[src/sv/bir_div.sv]
// ----------------------------------------------------------------------------
// bir_div
// Pipelined restoring divider, one quotient bit per stage. The quotient must
// fit in QUO_W bits, i.e. the numerator bits above QUO_W are below the divisor.
// ----------------------------------------------------------------------------
module bir_div #(
    parameter int NUM_W = 28,
    parameter int QUO_W = 16,
    parameter int DEN_W = 13
) (
    input  logic             i_clk,
    input  logic             i_en,
    input  logic [NUM_W-1:0] i_num,
    input  logic [DEN_W-1:0] i_den,
    output logic [QUO_W-1:0] o_quo
);

    localparam int REM_W = DEN_W + 1;
    localparam int HI_W  = NUM_W - QUO_W;

    logic [REM_W-1:0] r_rem [QUO_W];
    logic [QUO_W-1:0] r_low [QUO_W];
    logic [REM_W-1:0] n_rem [QUO_W];
    logic [QUO_W-1:0] n_low [QUO_W];

    always_comb begin
        logic [REM_W-1:0] prev_rem;
        logic [QUO_W-1:0] prev_low;
        logic [REM_W-1:0] trial;
        logic             qbit;
        for (int k = 0; k < QUO_W; k++) begin
            if (k == 0) begin
                prev_rem = {{(REM_W-HI_W){1'b0}}, i_num[NUM_W-1:QUO_W]};
                prev_low = i_num[QUO_W-1:0];
            end else begin
                prev_rem = r_rem[k-1];
                prev_low = r_low[k-1];
            end
            trial = {prev_rem[REM_W-2:0], prev_low[QUO_W-1]};
            qbit  = (trial >= {1'b0, i_den});
            n_rem[k] = qbit ? (trial - {1'b0, i_den}) : trial;
            n_low[k] = {prev_low[QUO_W-2:0], qbit};
        end
    end

    always_ff @(posedge i_clk) begin
        if (i_en) begin
            for (int k = 0; k < QUO_W; k++) begin
                r_rem[k] <= n_rem[k];
                r_low[k] <= n_low[k];
            end
        end
    end

    assign o_quo = r_low[QUO_W-1];

endmodule

[config.mk]
export PLATFORM = sky130hd
export DESIGN_NAME = bir_div
export DESIGN_NICKNAME = d
export VERILOG_FILES = /design/src/sv/bir_div.sv
export SDC_FILE = /design/constraint.sdc
export NUM_CORES = 1
export LEC_CHECK = 0
export ABC_AREA = 1
export BUFFER_PORTS_ARGS = -buffer_cell sky130_fd_sc_hd__buf_2
export CAP_MARGIN = 5
export CORE_MARGIN = 2
export CORE_UTILIZATION = 55
export CTS_BUF_LIST = sky130_fd_sc_hd__clkbuf_2
export DETAILED_ROUTE_END_ITERATION = 6
export PLACE_DENSITY_LB_ADDON = 0.12
export SLEW_MARGIN = 30
export SYNTH_ARGS = -nofsm -noshare
export SYNTH_HDL_FRONTEND = slang
export SYNTH_SLANG_ARGS = --single-unit
[constraint.sdc]
create_clock -name i_clk -period 2.5 [get_ports i_clk]
set_input_delay 0.125 -clock i_clk [delete_from_list [all_inputs] [get_ports i_clk]]
set_output_delay 0.125 -clock i_clk [all_outputs]
set_load 0.02 [all_outputs]
# --- Yosys cells after proc, flatten, opt, wreduce, memory -nomap -nowiden ---
# Memory sizes are Yosys's and may differ from the RTL's.
# Cells that the tools add are included.
op_classes:
  add_sub_neg: 16
  n_lt_le_gt_ge: 16
  n_mux: 18
op_table:
  columns: ["cell", "n"]
  rows:
  - ["14-bit two-way mux", 16]
  - ["14-bit by 13-bit >= comparator with 1-bit output", 15]
  - ["14-bit by 13-bit subtractor with 14-bit output", 15]
  - ["13-bit by 13-bit subtractor with 14-bit output", 1]
  - ["13-bit >= comparator", 1]
  - ["1-bit two-way mux", 2]
totals:
  register_bits: 0
  mem_bits_rw: 480
  n_memories: 2
mem_list:
  columns: ["memory", "words", "width", "rd", "rd_ports_with_merged_regs", "wr", "line", "source"]
  rows:
  - ["r_low", 16, 16, 16, 0, 16, "22", "logic [QUO_W-1:0] r_low [QUO_W];"]
  - ["r_rem", 16, 14, 15, 0, 16, "21", "logic [REM_W-1:0] r_rem [QUO_W];"]

# --- Depth between registers and ports, before layout ---
logic_depth:
  word_depth: 2
  depth_mapped: 13
  ltp_nobuf: 12

# --- Least setup slack after synthesis ---
# Ideal clock, no wire load.
synth_timing:
  kind: "input-to-reg"
  startpoint: "in i_den[10]"
  endpoint: "mem r_rem[1][6] (netlist bit) (data pin)"
  arrival_ns: 1.654
  t_required_ns: 2.247
  path_slack_ns: 0.593
  path_stages: 11
  n_path_buf: 1
  cell_sequence: "inv_1 > ha_1 > nand2_1 > inv_1 > nand2_1 > inv_1 > a21oi_4 > nand3_2 > buf_6 > nand2_1 > o21ai_2"
synth_lines:
  columns: ["item", "line", "source"]
  rows:
  - ["from (decl)", "14", "input logic [DEN_W-1:0] i_den,"]
  - ["to (decl)", "21", null]

==> flow_summary.ini <==
[status]
status = finished with violations
violations = DRC

[layout]
fillCellCount = 4790
final_common_cell = nand2_1
mostFrequentLayoutCells = 1177 x nand2_1, 663 x inv_1, 451 x edfxtp_1
nets = 4038
utilization_pct = 61.7
final_layout_size_suffix_gt1_share_pct = 13.4
area_growth_pct = 10.9
instances_no_fill = 4546

[cts]
cts_tree = built
clkTransAtPathRegs_ps = 100
cts_root_buffer = clkbuf_2
cts_buffer_depth = 3
clk_latency_ps = 1100
cts_max_level = 3
cts_buffers = 117
cts_sinks = 451

[drt]
num_vias = 23300
ant_nets = 0
wl_um = 70800
via_per_inst = 5.13
drc = 2
firstDrtPassIters = 7
first_iter_violations = 1435
wl_per_cell_um = 15.6

[synth]
async_flop_share_pct = 0
ys.flop_type = edfxtp_1
synth_edf_count = 451
synth-seq-area-share_pct = 45.2
ys_types = 32
synth_warnings = 0
netlist_area_mm2 = 0.0300
ys_ff_latch = 451
synth_fp_nets = 3771
postSynthCellCount = 3505
avgSynthCellArea_um2 = 8.55

[setup_path]
crit_required_ps = 3320
startpoint_type = input pin
arrival_ps = 3280
reg2reg_from = r_low[1][79]
cp_max_fo = 16
critPathKind = input pin to register
cp_top_family = buffers and inverters
cp-end-kind = register
critical_path.slowest_cell = dlygate4sd3_1
worstPathCellList = dlygate4sd3_1 > buf_2 > inv_1 > buf_12 > ha_1 > nand2_1 > nor2_2 > nand4_4 > nand4_1 > dlygate4sd3_1 > nand2_1 > dlygate4sd3_1
cp_common_cell = dlygate4sd3_1
crit_buf_inv = 6
crit_path_max_incr_delay_ps = 570
crit_path_start = i_den[2]

[sta]
tightest_slew_ps = 478
finalSetupViolCount = 0
fin_skew_ps = 61.3
hold_violations = 0
drv_slew = 0
min_period_over_period_pct = 98.5
max_slew_margin_pct = 68.1
setup_tns_ps = 0
fmax_ghz = 0.406
finalCriticalPeriod_ps = 2460
grt_setup_unrepaired = false

[pwr]
p_comb_share_pct = 51.4
p_seq_share_pct = 34.9
pwr-share-clk_pct = 13.7
swShare_pct = 44.2
p_int_w = 0.0197
p_per_area_mw_per_mm2 = 1060
p_leak_nw = 16.7
peakVddDrop_mv = 0.503
p_switching_w = 0.0156

[die]
num_rows = 85
core_mm2 = 0.0538
dieHeight_um = 237
dieArea_mm2 = 0.0564
die_x_um = 237
boundaryPins = 59
initial_utilization_pct = 55.7

[global_route]
grt_pass1_wl_um = 114000
grt_util_all_layers_pct = 25.6
grt_max_degree = 78
antenna_found_initial = 2
grt_pass1_vias = 23000
grt_remaining_overflow = 0

[placement]
place_congestion = 0.939
place_inst = 4256
hpwl_um = 50000
numPortBuffers = 58

[run]
drv_cap = 0

[min_path]
hold_path_class = input pin to register
min-delay-start = i_en
[final cells by class]
cell class / instances / area [um^2] / area share (%)
repair buffers: 196 / 1850 / 5.57
clock buffers: 158 / 791 / 2.38
diodes: 1 / 2.50 / 0.00753
inverters: 679 / 2550 / 7.67
flip-flops and latches: 451 / 13500 / 40.8
multi-input cells: 2327 / 13400 / 40.4
clock inverters: 38 / 208 / 0.625
well taps: 696 / 871 / 2.62
[worst reg2reg max path, cell delays in order, from the launching register on]
cell	delay [ps]
edfxtp_1	390
inv_1	240
ha_1	280
fa_1	250
inv_1	90
nand2_1	80
nand3_2	90
nand2_2	200
nand3_2	280
nand3_2	140
nand2_1	60
[cells in the mapped netlist, drive strengths merged (14+ instances only)]
cell    instances  area share [%]
buf            49             1.6
nand4         168             3.6
fa             15             1.0
ha            208             8.7
a21oi          67             1.7
nand3         251             5.6
inv           679             8.5
xor2           89             2.6
o21ai          95             2.0
xnor2          14            0.41
edfxtp        451              45
nand2        1235              16
nor2          163             2.6
[state kept, by name (all words and copies together), names as in the netlist]
register	count
r_rem	195
r_low	256
[routing by layer]
layer | vias to the layer above | part of all wire, % | global-route usage, %
li1 | 12000 | - | -
met1 | 10600 | 44 | 32.7
met2 | 567 | 47 | 43.3
met3 | 158 | 4.7 | 4.38
met4 | 2 | 3.7 | 10.2
met5 | - | 0.018 | 0
[worst paths after layout]
check | end | slack [ps] | cells past startpoint
setup / recovery | r_rem[0][12] | 40 | 12
setup reg to reg | r_rem[1][80] | 150 | 10
hold reg to reg | r_low[1][15] | 400 | 0
hold / removal | r_low[0][10] | 200 | 3
[stage by stage]
stage          cell area, um^2  hold WS [ps]  total power (W)  setup slack (ps)
6_report                 33200           197           0.0352              38.6
5_1_grt                  33200          34.1           0.0386              14.9
4_1_cts                  33200          28.1           0.0354              87.0
3_5_place_dp             31300           303           0.0302             -71.2
3_3_place_gp             31300           302           0.0299              10.8
2_1_floorplan            30000           224           0.0261               593
[power groups by stage]
stage	clock, W	combinational [W]	sequential, W
final	0.00482	0.0181	0.0123
after floorplan	0	0.0142	0.0119
after CTS	0.00510	0.0180	0.0123
after global placement	0	0.0174	0.0125
after detailed placement	0	0.0177	0.0125
after global routing	0.00547	0.0207	0.0125
[kinds of logic (layout without fill, tap and decap cells)]
family	after synthesis	count (layout)	share of synthesized area, %
compound gates	163	163	3.66
other cells	0	1	0
flops	451	451	45.2
buf+inv	728	1071	10.1
xor+xnor	103	103	3.01
simple gates	1837	1838	28.3
fa+ha+maj	223	223	9.69
[repair_timing]
action                                 4_1_cts  5_1_grt
hold buffers                                93        0
setup endpoints to repair                    0       23
buffers inserted                             0        1
endpoints found under the hold margin      653        0
resized for setup                            0        5
No activity file was read; power rests on OpenSTA's default activity.
